`src/lps_pkg.sv`:
```
// Shared types and constants of the line pixel stepper.
package lps_pkg;

	// Fixed field widths.
	localparam int SCR_BITS   = 12;
	localparam int ADDR_BITS  = 22;
	localparam int COLOR_BITS = 32;

	// Queue depths between the parts of the block.
	localparam int CMD_DEPTH = 2;
	localparam int OUT_DEPTH = 4;

	// Configuration register indexes.
	localparam logic [0:0] REG_SCREEN_WIDTH  = 1'b0;
	localparam logic [0:0] REG_SCREEN_HEIGHT = 1'b1;

	// Register values after reset.
	localparam logic [SCR_BITS-1:0] RESET_WIDTH  = 12'd640;
	localparam logic [SCR_BITS-1:0] RESET_HEIGHT = 12'd480;

	// Operation codes of an input item.
	typedef enum logic {
		OP_START = 1'b0,
		OP_STEP  = 1'b1
	} lps_op_t;

	// Flags that travel with each pixel.
	typedef struct packed {
		logic write_enable;
		logic last_pixel;
		logic idle_step;
	} lps_flags_t;

endpackage

```
`src/lps_queue.sv`:
```
// Small register-based FIFO used between the front, the back and the result port.
module lps_queue #(
	parameter int WIDTH = 8,
	parameter int DEPTH = 2
) (
	input  logic                           clk,
	input  logic                           arst_n,
	input  logic                           push,
	input  logic [WIDTH-1:0]               push_data,
	output logic                           full,
	input  logic                           pop,
	output logic [WIDTH-1:0]               pop_data,
	output logic                           empty,
	output logic [$clog2(DEPTH+1)-1:0]     count
);
	localparam int PTR_W = (DEPTH > 1) ? $clog2(DEPTH) : 1;
	localparam int CNT_W = $clog2(DEPTH+1);

	logic [WIDTH-1:0] mem_q [DEPTH];
	logic [PTR_W-1:0] wr_ptr_q;
	logic [PTR_W-1:0] rd_ptr_q;
	logic [CNT_W-1:0] count_q;
	logic             do_push;
	logic             do_pop;

	assign full     = (count_q == CNT_W'(DEPTH));
	assign empty    = (count_q == '0);
	assign count    = count_q;
	assign do_push  = push && !full;
	assign do_pop   = pop && !empty;
	assign pop_data = mem_q[rd_ptr_q];

	// Storage is written on every accepted transfer in.
	always_ff @(posedge clk) begin
		if (do_push) begin
			mem_q[wr_ptr_q] <= push_data;
		end
	end

	// Pointers wrap at the depth; the count tracks occupancy.
	always_ff @(posedge clk or negedge arst_n) begin
		if (!arst_n) begin
			wr_ptr_q <= '0;
			rd_ptr_q <= '0;
			count_q  <= '0;
		end else begin
			if (do_push) begin
				wr_ptr_q <= (wr_ptr_q == PTR_W'(DEPTH-1)) ? '0 : wr_ptr_q + PTR_W'(1);
			end
			if (do_pop) begin
				rd_ptr_q <= (rd_ptr_q == PTR_W'(DEPTH-1)) ? '0 : rd_ptr_q + PTR_W'(1);
			end
			if (do_push && !do_pop) begin
				count_q <= count_q + CNT_W'(1);
			end else if (do_pop && !do_push) begin
				count_q <= count_q - CNT_W'(1);
			end
		end
	end

endmodule

```
`src/lps_front.sv`:
```
// Front part: classifies input items and precomputes line setup for start commands.
module lps_front #(
	parameter int COORD_BITS = 12
) (
	input  logic                         push,
	input  logic                         cmd_full,
	input  logic                         opcode,
	input  logic signed [COORD_BITS-1:0] x_start,
	input  logic signed [COORD_BITS-1:0] y_start,
	input  logic signed [COORD_BITS-1:0] x_end,
	input  logic signed [COORD_BITS-1:0] y_end,
	input  logic [31:0]                  line_color,
	output logic                         cmd_push,
	output logic [6*COORD_BITS+34:0]     cmd_data
);
	import lps_pkg::*;

	localparam int C = COORD_BITS;

	logic signed [C:0] diff_x;
	logic signed [C:0] diff_y;
	logic [C:0]        abs_x;
	logic [C:0]        abs_y;
	logic              neg_x;
	logic              neg_y;
	logic              is_start;

	assign is_start = (lps_op_t'(opcode) == OP_START);
	assign cmd_push = push && !cmd_full;

	// Endpoint differences, widened by one bit so they cannot overflow.
	always_comb begin
		diff_x = $signed({x_end[C-1], x_end}) - $signed({x_start[C-1], x_start});
		diff_y = $signed({y_end[C-1], y_end}) - $signed({y_start[C-1], y_start});
		abs_x  = diff_x[C] ? $unsigned(-diff_x) : $unsigned(diff_x);
		abs_y  = diff_y[C] ? $unsigned(-diff_y) : $unsigned(diff_y);
		// A direction steps negative unless the end lies strictly ahead.
		neg_x  = diff_x[C] || (diff_x == '0);
		neg_y  = diff_y[C] || (diff_y == '0);
	end

	// Step commands carry only the opcode; setup fields are zero.
	always_comb begin
		if (is_start) begin
			cmd_data = {OP_START, line_color, neg_x, neg_y, abs_x[C-1:0], abs_y[C-1:0],
				x_end, y_end, x_start, y_start};
		end else begin
			cmd_data = {OP_STEP, {(6*C+34){1'b0}}};
		end
	end

endmodule

```
`src/lps_back.sv`:
```
// Back part: holds the line state, steps the error term and forms each pixel.
module lps_back #(
	parameter int COORD_BITS = 12
) (
	input  logic                                      clk,
	input  logic                                      arst_n,
	input  logic [6*COORD_BITS+34:0]                  cmd_data,
	input  logic                                      cmd_empty,
	output logic                                      cmd_pop,
	input  logic [$clog2(lps_pkg::OUT_DEPTH+1)-1:0]   out_count,
	input  logic [lps_pkg::SCR_BITS-1:0]              screen_width,
	input  logic [lps_pkg::SCR_BITS-1:0]              screen_height,
	output logic                                      res_push,
	output logic [2*COORD_BITS+56:0]                  res_data
);
	import lps_pkg::*;

	localparam int C     = COORD_BITS;
	localparam int E     = C + 3;
	localparam int W     = (C > SCR_BITS) ? C : SCR_BITS;
	localparam int P     = 2 * SCR_BITS;
	localparam int CNT_W = $clog2(OUT_DEPTH + 1);

	// Command fields.
	logic              c_op;
	logic [31:0]       c_color;
	logic              c_neg_x;
	logic              c_neg_y;
	logic [C-1:0]      c_dx;
	logic [C-1:0]      c_dy;
	logic [C-1:0]      c_goal_x;
	logic [C-1:0]      c_goal_y;
	logic [C-1:0]      c_cur_x;
	logic [C-1:0]      c_cur_y;

	// Line state.
	logic [C-1:0]      cur_x_q;
	logic [C-1:0]      cur_y_q;
	logic [C-1:0]      goal_x_q;
	logic [C-1:0]      goal_y_q;
	logic [C-1:0]      dx_q;
	logic [C-1:0]      dy_q;
	logic              neg_x_q;
	logic              neg_y_q;
	logic signed [E-1:0] err_q;
	logic [31:0]       color_q;
	logic              active_q;

	// Step arithmetic.
	logic signed [E:0]   e2;
	logic signed [E:0]   dx_w;
	logic signed [E:0]   dy_w;
	logic                move_x;
	logic                move_y;
	logic [C-1:0]        nx;
	logic [C-1:0]        ny;
	logic signed [E-1:0] err_n;
	logic                issue;
	logic [CNT_W-1:0]    in_use;

	// Pipeline stages.
	logic              v_s1;
	logic [C-1:0]      px_s1;
	logic [C-1:0]      py_s1;
	logic [31:0]       color_s1;
	logic              last_s1;
	logic              idle_s1;
	logic              v_s2;
	logic [C-1:0]      px_s2;
	logic [C-1:0]      py_s2;
	logic [31:0]       color_s2;
	logic [P-1:0]      prod_s2;
	lps_flags_t        flags_s2;
	logic              on_s1;
	logic [P-1:0]      addr_sum;
	logic [ADDR_BITS-1:0] addr;

	assign {c_op, c_color, c_neg_x, c_neg_y, c_dx, c_dy, c_goal_x, c_goal_y,
		c_cur_x, c_cur_y} = cmd_data;

	// A command issues only when the result queue has room for it and every pixel in flight.
	assign in_use  = out_count + CNT_W'(v_s1) + CNT_W'(v_s2);
	assign issue   = !cmd_empty && (in_use < CNT_W'(OUT_DEPTH));
	assign cmd_pop = issue;

	// One Bresenham step from the held state.
	always_comb begin
		e2     = {err_q, 1'b0};
		dx_w   = $signed({4'b0000, dx_q});
		dy_w   = $signed({4'b0000, dy_q});
		move_x = (e2 > -dy_w);
		move_y = (e2 < dx_w);
		err_n  = err_q - (move_x ? $signed({3'b000, dy_q}) : '0)
			+ (move_y ? $signed({3'b000, dx_q}) : '0);
		nx     = cur_x_q;
		ny     = cur_y_q;
		if (move_x) begin
			nx = neg_x_q ? cur_x_q - C'(1) : cur_x_q + C'(1);
		end
		if (move_y) begin
			ny = neg_y_q ? cur_y_q - C'(1) : cur_y_q + C'(1);
		end
	end

	// Line state: loaded by start, advanced by step.
	always_ff @(posedge clk or negedge arst_n) begin
		if (!arst_n) begin
			active_q <= 1'b0;
		end else if (issue) begin
			if (c_op == OP_START) begin
				active_q <= (c_dx != '0) || (c_dy != '0);
			end else if (active_q) begin
				active_q <= !((nx == goal_x_q) && (ny == goal_y_q));
			end
		end
	end

	always_ff @(posedge clk) begin
		if (issue) begin
			if (c_op == OP_START) begin
				cur_x_q  <= c_cur_x;
				cur_y_q  <= c_cur_y;
				goal_x_q <= c_goal_x;
				goal_y_q <= c_goal_y;
				dx_q     <= c_dx;
				dy_q     <= c_dy;
				neg_x_q  <= c_neg_x;
				neg_y_q  <= c_neg_y;
				err_q    <= $signed({3'b000, c_dx}) - $signed({3'b000, c_dy});
				color_q  <= c_color;
			end else if (active_q) begin
				cur_x_q <= nx;
				cur_y_q <= ny;
				err_q   <= err_n;
			end
		end
	end

	// Stage 1: the pixel's coordinates and flags.
	always_ff @(posedge clk or negedge arst_n) begin
		if (!arst_n) begin
			v_s1 <= 1'b0;
			v_s2 <= 1'b0;
		end else begin
			v_s1 <= issue;
			v_s2 <= v_s1;
		end
	end

	always_ff @(posedge clk) begin
		if (issue) begin
			priority if (c_op == OP_START) begin
				px_s1    <= c_cur_x;
				py_s1    <= c_cur_y;
				color_s1 <= c_color;
				last_s1  <= (c_dx == '0) && (c_dy == '0);
				idle_s1  <= 1'b0;
			end else if (active_q) begin
				px_s1    <= nx;
				py_s1    <= ny;
				color_s1 <= color_q;
				last_s1  <= (nx == goal_x_q) && (ny == goal_y_q);
				idle_s1  <= 1'b0;
			end else begin
				px_s1    <= '0;
				py_s1    <= '0;
				color_s1 <= '0;
				last_s1  <= 1'b0;
				idle_s1  <= 1'b1;
			end
		end
	end

	// Stage 2: clipping and the row product of the address.
	assign on_s1 = !idle_s1 && !px_s1[C-1] && !py_s1[C-1]
		&& (W'(px_s1) < W'(screen_width)) && (W'(py_s1) < W'(screen_height));

	always_ff @(posedge clk) begin
		if (v_s1) begin
			px_s2                 <= px_s1;
			py_s2                 <= py_s1;
			color_s2              <= color_s1;
			prod_s2               <= P'(SCR_BITS'(py_s1)) * P'(screen_width);
			flags_s2.write_enable <= on_s1;
			flags_s2.last_pixel   <= last_s1;
			flags_s2.idle_step    <= idle_s1;
		end
	end

	// Address completion and transfer into the result queue.
	assign addr_sum = prod_s2 + P'(SCR_BITS'(px_s2));
	assign addr     = flags_s2.write_enable ? ADDR_BITS'(addr_sum) : '0;
	assign res_push = v_s2;
	assign res_data = {px_s2, py_s2, addr, color_s2, flags_s2};

endmodule

```
`src/line_pixel_stepper.sv`:
```
// Top level of the line pixel stepper: Bresenham rasterizer with screen clipping.
// Usage: the input side is a queue. Drive the item fields with push high; the item
// transfers on a rising edge where full is low. opcode start loads both endpoints and the
// color and yields the first pixel; opcode step yields the next pixel of the line, or an
// idle result when no line is active. Every item yields exactly one result.
// The result side is a queue too: while empty is low the oldest pixel is on the ports,
// and it transfers on a rising edge where pop is high.
// Throughput: one item per cycle while results are popped, set by the error-term step
// in the back part and the pixel stages 1 and 2 that feed a four-entry result queue.
// When pop is held low the result queue fills, the back part stops issuing, the two-entry
// command queue fills and full rises; nothing is dropped and work resumes with pop.
// Screen registers are written through cfg_write, cfg_index and cfg_data; the user must
// do so only while idle, as the block itself does not enforce it. Reset empties both
// queues, ends any active line and sets the screen to 640 by 480.
module line_pixel_stepper #(
	parameter int COORD_BITS = 12
) (
	input  logic                              clk,
	input  logic                              arst_n,
	input  logic                              cfg_write,
	input  logic [0:0]                        cfg_index,
	input  logic [lps_pkg::SCR_BITS-1:0]      cfg_data,
	input  logic                              push,
	output logic                              full,
	input  logic                              opcode,
	input  logic signed [COORD_BITS-1:0]      x_start,
	input  logic signed [COORD_BITS-1:0]      y_start,
	input  logic signed [COORD_BITS-1:0]      x_end,
	input  logic signed [COORD_BITS-1:0]      y_end,
	input  logic [lps_pkg::COLOR_BITS-1:0]    line_color,
	output logic                              empty,
	input  logic                              pop,
	output logic signed [COORD_BITS-1:0]      pixel_x,
	output logic signed [COORD_BITS-1:0]      pixel_y,
	output logic [lps_pkg::ADDR_BITS-1:0]     pixel_address,
	output logic [lps_pkg::COLOR_BITS-1:0]    pixel_color,
	output logic                              write_enable,
	output logic                              last_pixel,
	output logic                              idle_step
);
	import lps_pkg::*;

	localparam int CMD_W = 6 * COORD_BITS + 35;
	localparam int RES_W = 2 * COORD_BITS + 57;

	logic [SCR_BITS-1:0] width_q;
	logic [SCR_BITS-1:0] height_q;

	logic                cmd_push;
	logic [CMD_W-1:0]    cmd_wdata;
	logic [CMD_W-1:0]    cmd_rdata;
	logic                cmd_empty;
	logic                cmd_pop;
	logic [$clog2(CMD_DEPTH+1)-1:0] cmd_count;

	logic                res_push;
	logic [RES_W-1:0]    res_wdata;
	logic [RES_W-1:0]    res_rdata;
	logic                res_full;
	logic [$clog2(OUT_DEPTH+1)-1:0] res_count;
	lps_flags_t          res_flags;

	// Screen size registers.
	always_ff @(posedge clk or negedge arst_n) begin
		if (!arst_n) begin
			width_q  <= RESET_WIDTH;
			height_q <= RESET_HEIGHT;
		end else if (cfg_write) begin
			unique case (cfg_index)
				REG_SCREEN_WIDTH:  width_q  <= cfg_data;
				REG_SCREEN_HEIGHT: height_q <= cfg_data;
				default: ;
			endcase
		end
	end

	lps_front #(.COORD_BITS(COORD_BITS)) u_front (
		.push       (push),
		.cmd_full   (full),
		.opcode     (opcode),
		.x_start    (x_start),
		.y_start    (y_start),
		.x_end      (x_end),
		.y_end      (y_end),
		.line_color (line_color),
		.cmd_push   (cmd_push),
		.cmd_data   (cmd_wdata)
	);

	lps_queue #(.WIDTH(CMD_W), .DEPTH(CMD_DEPTH)) u_cmd_queue (
		.clk       (clk),
		.arst_n    (arst_n),
		.push      (cmd_push),
		.push_data (cmd_wdata),
		.full      (full),
		.pop       (cmd_pop),
		.pop_data  (cmd_rdata),
		.empty     (cmd_empty),
		.count     (cmd_count)
	);

	lps_back #(.COORD_BITS(COORD_BITS)) u_back (
		.clk           (clk),
		.arst_n        (arst_n),
		.cmd_data      (cmd_rdata),
		.cmd_empty     (cmd_empty),
		.cmd_pop       (cmd_pop),
		.out_count     (res_count),
		.screen_width  (width_q),
		.screen_height (height_q),
		.res_push      (res_push),
		.res_data      (res_wdata)
	);

	lps_queue #(.WIDTH(RES_W), .DEPTH(OUT_DEPTH)) u_res_queue (
		.clk       (clk),
		.arst_n    (arst_n),
		.push      (res_push),
		.push_data (res_wdata),
		.full      (res_full),
		.pop       (pop),
		.pop_data  (res_rdata),
		.empty     (empty),
		.count     (res_count)
	);

	// Result fields; the queue never overflows since the back part issues against its count.
	assign {pixel_x, pixel_y, pixel_address, pixel_color, res_flags} = res_rdata;
	assign write_enable = res_flags.write_enable && !(res_full && cmd_count[0] && 1'b0);
	assign last_pixel   = res_flags.last_pixel;
	assign idle_step    = res_flags.idle_step;

endmodule

```
`config.mk`:
```
export PLATFORM = sky130hd
export DESIGN_NAME = line_pixel_stepper
export DESIGN_NICKNAME = d
export VERILOG_FILES = /design/src/lps_pkg.sv /design/src/lps_queue.sv /design/src/lps_front.sv /design/src/lps_back.sv /design/src/line_pixel_stepper.sv
export SDC_FILE = /design/constraint.sdc
export NUM_CORES = 1
export LEC_CHECK = 0
export ABC_AREA = 1
export BUFFER_PORTS_ARGS = -buffer_cell sky130_fd_sc_hd__buf_2
export CORE_UTILIZATION = 50
export CTS_CLUSTER_DIAMETER = 30
export DETAILED_ROUTE_END_ITERATION = 16
export GPL_ROUTABILITY_DRIVEN = 0
export GPL_TIMING_DRIVEN = 0
export PLACE_DENSITY = 0.66
export REMOVE_ABC_BUFFERS = 1
export SYNTH_ARGS = -nofsm -noshare
export SYNTH_HDL_FRONTEND = slang
export SYNTH_HIERARCHICAL = 1
export SYNTH_SLANG_ARGS = --single-unit
```
`constraint.sdc`:
```
create_clock -name clk -period 19.3 [get_ports clk]
set_clock_uncertainty 0.1 [all_clocks]
set_input_delay 1.93 -clock clk [delete_from_list [all_inputs] [get_ports clk]]
set_output_delay 1.93 -clock clk [all_outputs]
set_load 0.02 [all_outputs]
```
== Yosys cells after proc, flatten, opt, wreduce, memory -nomap -nowiden ==
Memories as Yosys holds them, arrays and structs flattened.
Cells that the tools add are included.
Cells by class
  add/sub/neg operators: 23
  multiply operators: 1
  order comparisons: 5
  equal/unequal tests: 7
  multiplexer cells: 39
  bitwise gates (word level): 2
  reduce and logical (&&, ||, !) cells: 45
Operators with widths (number)
  $mux 12: 16
  $mux 107: 1
  $mux 32: 2
  $sub 12x12->13: 3
  $mux 15: 2
  $logic_not 13->1: 2
  $add 12x1->12 const B: 2
  $eq 12x12->1: 2
  $logic_not 12->1: 2
  $lt 12x12->1: 2
  $neg 12->12: 2
  $reduce_bool 12->1: 2
  $sub 12x1->12 const B: 2
  $add 22x12->22: 1
  $mul 12x12->22: 1
  $mux 22: 1
  $gt 16x16->1: 1
  $logic_and 1x1->1: 16
  $lt 16x13->1: 1
  $neg 12->16: 1
  $add 15x15->15: 1
  $sub 15x15->15: 1
  $logic_not 1->1: 12
  $mux 1: 11
  other kinds (18): 35
Word-level totals
  bits in registers: 298
  memory bits (writable): 538
  input port bits: 99
  logic and storage cells: 157
  memories: 2
Memories
  u_res_queue.mem_q: depth 4, bits a word 81, read ports 1, clocked after Yosys merged registers in 0, wr ports 1, RTL line lps_queue.sv:19  | logic [WIDTH-1:0] mem_q [DEPTH];
  u_cmd_queue.mem_q: depth 2, bits a word 107, read ports 1, clocked after Yosys merged registers in 0, wr ports 1, RTL line lps_queue.sv:19

== Logic depth before layout (Yosys ltp) ==
Gate-level depths: netlist of run 1.
  word-level depth: 8
  gate-level depth with buffers: 38
  depth with buffers taken out: 36

== By module ==
The synthesis of run 1 kept the hierarchy.
By module, submodules not included
  lps_back: instances 1, cells an instance 2071, area an instance 19162.1 um^2
  lps_queue at u_res_queue: instances 1, cells an instance 1005, area an instance 14239.9 um^2
  lps_queue at u_cmd_queue: instances 1, cells an instance 590, area an instance 8007.7 um^2
  lps_front: instances 1, cells an instance 619, area an instance 2830.2 um^2
  line_pixel_stepper: instances 1, cells an instance 106, area an instance 970.9 um^2

== Worst setup path after synthesis of run 1 ==
OpenSTA, ideal clock, no wires.
  kind: register to register
  start point: register u_back.v_s1
  end point: register u_back.color_q[0], enable pin
  library setup time: 522 ps
  arrival time: 10621 ps
  required time: 18678 ps
  setup slack: 8057 ps
  cell stages (with the launch flop): 7
  period minus slack after synthesis: 11243 ps
  cell sequence: dfrtp_1 > a21o_1 > nand2_1 > and2_1 > nor3_1 > inv_1 > nor2_1
On the way
  cells in the longest elaborated chain, start to end: 5
Ends and longest elaborated chain
  start: declaration: RTL line lps_back.sv:62  | logic v_s1;
  start signal: assignment: RTL line lps_back.sv:145  | v_s1 <= issue;
  $add 3x1->3 (2 in a row): RTL line lps_back.sv:82  | assign in_use = out_count + CNT_W'(v_s1) + CNT_W'(v_s2);
  $lt 3x3->1: RTL line lps_back.sv:83  | assign issue = !cmd_empty && (in_use < CNT_W'(OUT_DEPTH));
  $logic_and 1x1->1: RTL line lps_back.sv:83
  via cmd_pop: RTL line line_pixel_stepper.sv:53  | logic cmd_pop;
  $reduce_and 2->1 (no source line)
  end signal: assignment: RTL line lps_back.sv:130  | color_q <= c_color;
  end: declaration: RTL line lps_back.sv:46  | logic [31:0] color_q;
The timed path passes the listed nets, and every way through them passes these cells.
A chain may end at the register's enable or synchronous reset.

== Worst setup path after layout of run 1 ==
  start point: register u_back.dy_q[2]
  end point: register u_back.err_q[11], data pin
On the way
  cells in the longest elaborated chain, start to end: 7
Ends and longest elaborated chain
  start: declaration: RTL line lps_back.sv:42  | logic [C-1:0] dy_q;
  start signal: assignment: RTL line lps_back.sv:126  | dy_q <= c_dy;
  $neg 12->16: RTL line lps_back.sv:91  | move_x = (e2 > -dy_w);
  $gt 16x16->1: RTL line lps_back.sv:91
  $mux 12 (*): RTL line lps_back.sv:93  | err_n = err_q - (move_x ? $signed({3'b000, dy_q}) : '0)
  $sub 15x15->15 (*): RTL line lps_back.sv:93
  $add 15x15->15 (*): RTL line lps_back.sv:94  | + (move_y ? $signed({3'b000, dx_q}) : '0);
  $mux 15 (*): RTL line lps_back.sv:131  | end else if (active_q) begin
  $mux 15 (*): RTL line lps_back.sv:120  | if (c_op == OP_START) begin
  end signal: assignment: RTL line lps_back.sv:129  | err_q <= $signed({3'b000, c_dx}) - $signed({3'b000, c_dy});
  end signal: assignment: RTL line lps_back.sv:134  | err_q <= err_n;
  end: declaration: RTL line lps_back.sv:45  | logic signed [E-1:0] err_q;
Every way passes the cells marked *; elsewhere a longest branch is shown, timed or not. The select of a mux whose other input is x is not followed.

==> flow_metrics.env, run 1 <==
export IMPL_status="complete, no violations"
export IMPL_io_buffers=181
export IMPL_fp_dieW_um=303
export IMPL_crit_path_end="u_back/err_q[11]$_DFFE_PP_"
export IMPL_hold_violations=0
export IMPL_ios=182
export IMPL_period_share_pct=33.7
export IMPL_most_common_layout_cells="1202 x nand2_1, 798 x edfxtp_1, 757 x inv_1"
export IMPL_rr_startpoint="u_back/dy_q[2]$_DFFE_PP_"
export IMPL_r2r_end="u_back/err_q[11]$_DFFE_PP_"
export IMPL_die_y_um=303
export IMPL_critPathMaxStageDelay_ps=520
export IMPL_relSlewSlack_pct=13.4
export IMPL_critical_path_arrival_ps=6900
export IMPL_grt_max_degree=109
export IMPL_viasPerCell=5.11
export IMPL_r2r_cells=33
export IMPL_core_area_um2=88900
export IMPL_placementRows=109
export IMPL_final_layout_size_suffix_gt1_share_pct=15.3
export IMPL_grt_util_all_layers_pct=22.5
export IMPL_first_pass_iters=6
export IMPL_crit_type="reg -> reg"
export IMPL_tightestPinTransition_ps=1300
export IMPL_dieArea_um2=91600
export IMPL_cp_startpoint="u_back/dy_q[2]$_DFFE_PP_"
export IMPL_drt_initial_drc_count=2212
export IMPL_syn_area_um2=45200
export IMPL_whs_path_depth=0
export IMPL_ant_nets=0
export IMPL_cts_sinks=836
export IMPL_final_setup_tns_ps=0
export IMPL_clk_pin_slew_worst_paths_ps=50
export IMPL_utilization_pct=59.5
export IMPL_slowest_stage="fa_1"
export IMPL_layout_area_overhead_vs_synth_pct=17.1
export IMPL_routedWlPerCell_um=17.0
export IMPL_cts_root_buf="clkbuf_16"
export IMPL_syn_inst=4390
export IMPL_required_ps=19680
export IMPL_drv_cap=0
export IMPL_cts_tree="yes"
export IMPL_cts_buffers=155
export IMPL_final_common_cell="nand2_1"
export IMPL_post_cts_resized=0
export IMPL_clock_fmax_mhz=154
export IMPL_htree_num_levels=4
export IMPL_overflow=0
export IMPL_cts_setup_buffers=0
export IMPL_worst_setup_path_start_kind="register"
export IMPL_setup_viol=0
export IMPL_grt_pass1_vias=29954
export IMPL_cts_hold_buf=0
export IMPL_fin_nets=5031
export IMPL_wirelength_um=100000
export IMPL_yosysWarnings=6
export IMPL_floorplan_initialDensity_pct=50.8
export IMPL_clk_latency_ps=740
export IMPL_endpoint_kind="register"
export IMPL_hold_class="reg -> reg"
export IMPL_fin_crit_ps=6510
export IMPL_drc_errors=0
export IMPL_rsz0062_at_grt="false"
export IMPL_num_vias=30246
export IMPL_path_common_cell="nand2_1"
export IMPL_cp_max_fo=28
export IMPL_slew_viol_final=0
export IMPL_clock_path_buffers=3
export IMPL_antenna_found_initial=4
export IMPL_reg2reg_slack_ps=12790
export IMPL_dpl_hpwl_um=68300
export IMPL_postSynthAreaPerCell_um2=10.3
export IMPL_grt_pass1_wl_um=159000
[stage by stage]
stage          setup slack [ps]  cell area [µm²]  instances  hold slack [ps]
5_1_grt                   12210            52900       5913              319
3_3_place_gp               1520            46600       5588              303
2_1_floorplan              8060            44200       4242              300
4_1_cts                   12800            52900       5911              309
3_5_place_dp              12900            47500       5626              305
6_report                  12790            52900       5914              315
[worst max-delay path, delay by kind of cell, from the launching register on]
family          cells  cell delay (ps)
simple gates       20             3140
fa+ha+maj           3             1170
compound gates      6             1020
flops               1              450
xor+xnor            2              310
buf+inv             2              100
[per-layer routing]
metal	part of all wire [%]	up-vias	global-route usage, %	routed length [µm]
met5	0	-	0	0
met4	2.4	0	7.47	2360
met3	4.8	165	3.77	4840
met2	50	728	38.5	49900
met1	43	14422	29.0	43300
li1	-	14931	-	-
[flip-flops by register name, summed over array words and instances (netlist names), 15 cells and up]
signal	flops
u_back/prod_s2	22
u_res_queue/mem_q	324
u_cmd_queue/mem_q	214
u_back/color_s2	32
u_back/color_s1	32
u_back/color_q	32
u_back/err_q	15
[how the worst min path moves through the flow]
stage                                   from  slack (ps)                            end
2_1_floorplan   u_back/color_s1[0]$_DFFE_PP_         300   u_back/color_s2[0]$_DFFE_PP_
3_3_place_gp   u_back/color_s1[18]$_DFFE_PP_         300  u_back/color_s2[18]$_DFFE_PP_
3_5_place_dp    u_back/color_s1[3]$_DFFE_PP_         300   u_back/color_s2[3]$_DFFE_PP_
4_1_cts        u_back/color_s1[14]$_DFFE_PP_         310  u_back/color_s2[14]$_DFFE_PP_
5_1_grt        u_back/color_s1[15]$_DFFE_PP_         320  u_back/color_s2[15]$_DFFE_PP_
6_report       u_back/color_s1[13]$_DFFE_PP_         320  u_back/color_s2[13]$_DFFE_PP_
[cell type report]
cell class	instances	area (µm²)
well taps	1165	1460
diodes	2	5.00
flip-flops and latches	836	24900
clock buffers	178	3990
clock inverters	107	1460
multi-input cells	2635	16400
repair buffers	220	1740
inverters	771	2910
fillers	7129	36000
Power of run 1 is left out: the tool's default activity adds up to more than one toggle a clock period on the data nets, which glitch-free logic cannot reach.
==> run 2: changes to the inputs <==
clock period = 6.3 ns   (was 19.3 ns; I/O delays follow)
==> flow_metrics.env, run 2 (synthesis results as in run 1) <==
export IMPL_placementRows=109
export IMPL_critPathMaxStageDelay_ps=740
export IMPL_ant_nets=0
export IMPL_viasPerCell=5.10
export IMPL_final_cells=5925
export IMPL_relSlewSlack_pct=14.0
export IMPL_status="complete, no violations"
export IMPL_min_to="height_q[7]$_DFFE_PN1P_"
export IMPL_worst_setup_path_start_kind="register"
export IMPL_clk_latency_ps=740
export IMPL_drv_cap=0
export IMPL_hold_class="in -> reg"
export IMPL_wirelength_um=101000
export IMPL_path_common_cell="fa_1"
export IMPL_grt_pass1_vias=30008
export IMPL_drt_initial_drc_count=2169
export IMPL_crit_type="reg -> reg"
export IMPL_whs_ps=47.1
export IMPL_dieArea_um2=91600
export IMPL_r2r_end="u_back/prod_s2[21]$_DFFE_PP_"
export IMPL_clock_path_buffers=3
export IMPL_cts_tree="yes"
export IMPL_most_common_layout_cells="1202 x nand2_1, 798 x edfxtp_1, 757 x inv_1"
export IMPL_top_regs="u_res_queue/mem_q (324), u_cmd_queue/mem_q (214)"
export IMPL_grt_max_degree=109
export IMPL_reg2reg_slack_ps=400
export IMPL_path_buf_inv=4
export IMPL_fin_nets=5043
export IMPL_largest_register_ffs=324
export IMPL_die_y_um=303
export IMPL_drc_errors=0
export IMPL_first_pass_iters=6
export IMPL_cts_root_buf="clkbuf_16"
export IMPL_rr_startpoint="width_q[5]$_DFFE_PN0P_"
export IMPL_critical_path_arrival_ps=6260
export IMPL_setup_viol=0
export IMPL_r2r_cells=21
export IMPL_final_common_cell="nand2_1"
export IMPL_endpoint_kind="register"
export IMPL_layout_area_overhead_vs_synth_pct=17.4
export IMPL_dpl_hpwl_um=68300
export IMPL_ios=182
export IMPL_tightestPinTransition_ps=1290
export IMPL_whs_path_depth=3
export IMPL_cp_max_fo=14
export IMPL_path_cells="nand2_1 -> fa_1 -> inv_1 -> fa_1 -> inv_1 -> fa_1 -> inv_1 -> fa_1 -> fa_1 -> ha_1 -> nand2_1 -> inv_1 -> nand4_1 -> nand3_1 -> a21boi_1 -> o21ai_0 -> a21oi_1 -> nor2_1 -> o22ai_1 -> o21ai_1 -> xor2_1"
export IMPL_placed_cells=5626
export IMPL_required_ps=6660
export IMPL_largest_register="u_res_queue/mem_q"
export IMPL_routedWlPerCell_um=17.0
export IMPL_fin_crit_ps=5900
export IMPL_utilization_pct=59.7
export IMPL_path_delay_family="adder cells"
export IMPL_slowest_stage="dfrtp_1"
export IMPL_cts_buffers=155
export IMPL_period_share_pct=93.7
export IMPL_hold_start="cfg_data[7]"
export IMPL_cp_depth=21
export IMPL_final_layout_size_suffix_gt1_share_pct=15.6
export IMPL_fp_dieW_um=303
export IMPL_cts_sinks=836
export IMPL_num_vias=30228
export IMPL_core_area_um2=88900
export IMPL_final_setup_tns_ps=0
export IMPL_slew_viol_final=0
export IMPL_grt_util_all_layers_pct=22.5
export IMPL_clock_fmax_mhz=169
export IMPL_grt_pass1_wl_um=159000
export IMPL_io_buffers=181
export IMPL_htree_num_levels=4
export IMPL_hold_violations=0
export IMPL_overflow=0
export IMPL_floorplan_initialDensity_pct=50.8
export IMPL_clk_pin_slew_worst_paths_ps=50
export IMPL_antenna_found_initial=3
run 2: changes by cell type in the layout (fill, tap and decap cells not counted), moves of 2 or more:
cell           before  now
buf_4               1    8
dlygate4sd3_1       0    4
nand3_4             1    3
nor2_1            245  243
nor2_2              6    8
nor3_1             26   24
nor3_2              2    4
o21ai_2             3    5
run 2: tightest hold or removal path, delay by kind of cell:
family	cells	cell delay, ps
AND/OR/NAND/NOR	2	130
buffers and inverters	1	110
run 2: layer usage:
metal | track usage, % | part of all wire, %
met1 | 29.1 | 43
met5 | 0 | 0
met2 | 38.5 | 50
met3 | 3.79 | 4.9
met4 | 7.53 | 2.3
run 2: area by class of cell:
cell class,count,area [µm²]
antenna,1,2.50
sequential,836,24900
inverter,771,2910
multi-input combinational,2636,16500
clock inverter,107,1460
fill,7122,35800
clock buffer,178,3990
tap,1165,1460
timing repair buffer,231,1840
run 2: what timing repair did:
item                                    4_1_cts  5_1_grt
resized for setup                             1       11
endpoints found under the setup margin        3        8
hold endpoints to repair                     35        0
buffers inserted                              0        7
pin swaps                                     1        2
cloned                                        1        0
hold buffers                                  4        0
run 2: worst max-delay path by stage:
stage / from / end / slack (ps)
global route: u_back/dy_q[2]$_DFFE_PP_ / u_back/err_q[14]$_DFFE_PP_ / -7
floorplan: u_back/v_s1$_DFF_PN0_ / u_back/color_q[0]$_DFFE_PP_ / -4940
CTS: u_back/dy_q[2]$_DFFE_PP_ / u_back/err_q[14]$_DFFE_PP_ / 4
global placement: u_back/v_s1$_DFF_PN0_ / u_back/color_q[23]$_DFFE_PP_ / -11480
finish: width_q[5]$_DFFE_PN0P_ / u_back/prod_s2[21]$_DFFE_PP_ / 400
detailed placement: u_back/dy_q[2]$_DFFE_PP_ / u_back/err_q[11]$_DFFE_PP_ / -100
run 2: stage by stage:
| step | setup slack (ps) | cell area, µm² |
|---|---|---|
| after floorplan | -4940 | 44200 |
| after global placement | -11480 | 46600 |
| after detailed placement | -96.9 | 47500 |
| after CTS | 4.03 | 53000 |
| after global routing | -6.57 | 53100 |
| final | 396 | 53100 |
Power of run 2 is left out for the same reason.
==> run 3: changes to the inputs <==
PLACE_DENSITY = 0.72   (was 0.66)
==> flow_metrics.env, run 3 (synthesis results as in run 1) <==
export IMPL_floorplan_initialDensity_pct=50.8
export IMPL_clk_pin_slew_worst_paths_ps=50
export IMPL_grt_util_all_layers_pct=22.5
export IMPL_final_layout_size_suffix_gt1_share_pct=15.5
export IMPL_first_pass_iters=6
export IMPL_final_common_cell="nand2_1"
export IMPL_path_buf_inv=2
export IMPL_hold_class="in -> reg"
export IMPL_path_common_cell="nor2_1"
export IMPL_largest_register="u_res_queue/mem_q"
export IMPL_io_buffers=181
export IMPL_rsz0062_at_grt="true"
export IMPL_critical_path_arrival_ps=6300
export IMPL_most_common_layout_cells="1202 x nand2_1, 798 x edfxtp_1, 757 x inv_1"
export IMPL_fin_nets=5034
export IMPL_tightestPinTransition_ps=1280
export IMPL_clock_path_buffers=3
export IMPL_num_vias=30577
export IMPL_ant_nets=0
export IMPL_grt_pass1_vias=30473
export IMPL_placementRows=109
export IMPL_slew_viol_final=0
export IMPL_ios=182
export IMPL_cts_root_buf="clkbuf_16"
export IMPL_final_cells=5912
export IMPL_fp_dieW_um=303
export IMPL_grt_max_degree=109
export IMPL_die_y_um=303
export IMPL_reg2reg_slack_ps=370
export IMPL_wirelength_um=101000
export IMPL_viasPerCell=5.17
export IMPL_period_share_pct=94.2
export IMPL_cp_max_fo=14
export IMPL_slowest_stage="fa_1"
export IMPL_grt_pass1_wl_um=160000
export IMPL_required_ps=6670
export IMPL_overflow=0
export IMPL_hold_violations=0
export IMPL_clock_fmax_mhz=169
export IMPL_top_regs="u_res_queue/mem_q (324), u_cmd_queue/mem_q (214)"
export IMPL_fin_crit_ps=5930
export IMPL_drc_errors=0
export IMPL_clk_latency_ps=740
export IMPL_antenna_found_initial=6
export IMPL_setup_viol=0
export IMPL_endpoint_kind="register"
export IMPL_cts_tree="yes"
export IMPL_worst_setup_path_start_kind="register"
export IMPL_placed_cells=5627
export IMPL_htree_num_levels=4
export IMPL_relSlewSlack_pct=14.7
export IMPL_core_area_um2=88900
export IMPL_layout_area_overhead_vs_synth_pct=16.9
export IMPL_drt_initial_drc_count=2240
export IMPL_cts_buffers=148
export IMPL_path_delay_family="simple AND/OR/NAND/NOR gates"
export IMPL_drv_cap=0
export IMPL_crit_type="reg -> reg"
export IMPL_routedWlPerCell_um=17.1
export IMPL_status="complete, no violations"
export IMPL_critPathMaxStageDelay_ps=510
export IMPL_dpl_hpwl_um=68000
export IMPL_dieArea_um2=91600
export IMPL_largest_register_ffs=324
export IMPL_cts_sinks=836
run 3: changes by cell type in the layout (fill, tap and decap cells not counted), moves of 2 or more:
cell / previous run / this run
clkbuf_16: 156 / 149
buf_12: 17 / 19
buf_4: 8 / 5
clkinv_2: 19 / 26
clkinv_16: 5 / 9
inv_16: 2 / 0
buf_6: 6 / 4
clkinvlp_4: 11 / 14
bufinv_16: 25 / 21
clkbuf_1: 22 / 16
clkinv_1: 18 / 13
run 3: per-layer routing:
layer	global-route usage [%]	vias up	share of wire [%]
li1	-	14910	-
met1	28.8	14555	42
met2	38.2	906	49
met3	3.96	202	5.8
met4	8.41	4	3.0
met5	0	-	0.021
run 3: timing repair:
action / 4_1_cts / 5_1_grt
gates resized for setup: 1 / 8
cloned: 1 / 0
hold buffers: 5 / 0
endpoints found under the hold margin: 37 / 0
pin swaps: 1 / 3
buffers inserted: 0 / 3
endpoints found under the setup margin: 3 / 6
run 3: through the flow:
| stage | instance area, µm² | hold WS, ps | utilization (%) | setup WS, ps | TNS [ps] |
|---|---|---|---|---|---|
| 3_5_place_dp | 47500 | 305 | 53.4 | -65.9 | -65.9 |
| 3_3_place_gp | 46600 | 301 | 52.4 | -11770 | -3287500 |
| 6_report | 52900 | 59.4 | 59.5 | 367 | 0 |
| 5_1_grt | 52900 | 30.1 | 59.5 | -66.4 | -116 |
| 4_1_cts | 52800 | 3.15 | 59.4 | 21.0 | 0 |
| 2_1_floorplan | 44200 | 234 | - | -4940 | -823470 |
run 3: final cells by class:
type | instances | area (µm²)
fill | 7078 | 36100
sequential | 836 | 24900
multi-input combinational | 2636 | 16500
clock buffer | 165 | 3790
inverter | 771 | 2910
timing repair buffer | 229 | 1840
tap | 1165 | 1460
clock inverter | 109 | 1440
antenna | 1 | 2.50
run 3: path summary, 6_finish.rpt:
| kind | startpoint | end | depth (start not counted) |
|---|---|---|---|
| setup / recovery | u_back/dy_q[1]$_DFFE_PP_ | u_back/err_q[12]$_DFFE_PP_ | 30 |
| hold / removal | cfg_data[1] | width_q[1]$_DFFE_PN0P_ | 3 |
| setup reg to reg | u_back/dy_q[1]$_DFFE_PP_ | u_back/err_q[12]$_DFFE_PP_ | 30 |
| hold reg to reg | u_back/color_s1[20]$_DFFE_PP_ | u_back/color_s2[20]$_DFFE_PP_ | 0 |
| max in group asynchronous | arst_n | u_res_queue/rd_ptr_q[0]$_DFFE_PN0P_ | 2 |
| min in group asynchronous | arst_n | u_cmd_queue/wr_ptr_q$_DFFE_PN0P_ | 2 |
run 3: tightest hold or removal path, cell delays in order:
cell and delay [ps]:
buf_2 90, nand3_1 70, nand2_1 60
Power of run 3 is left out for the same reason.
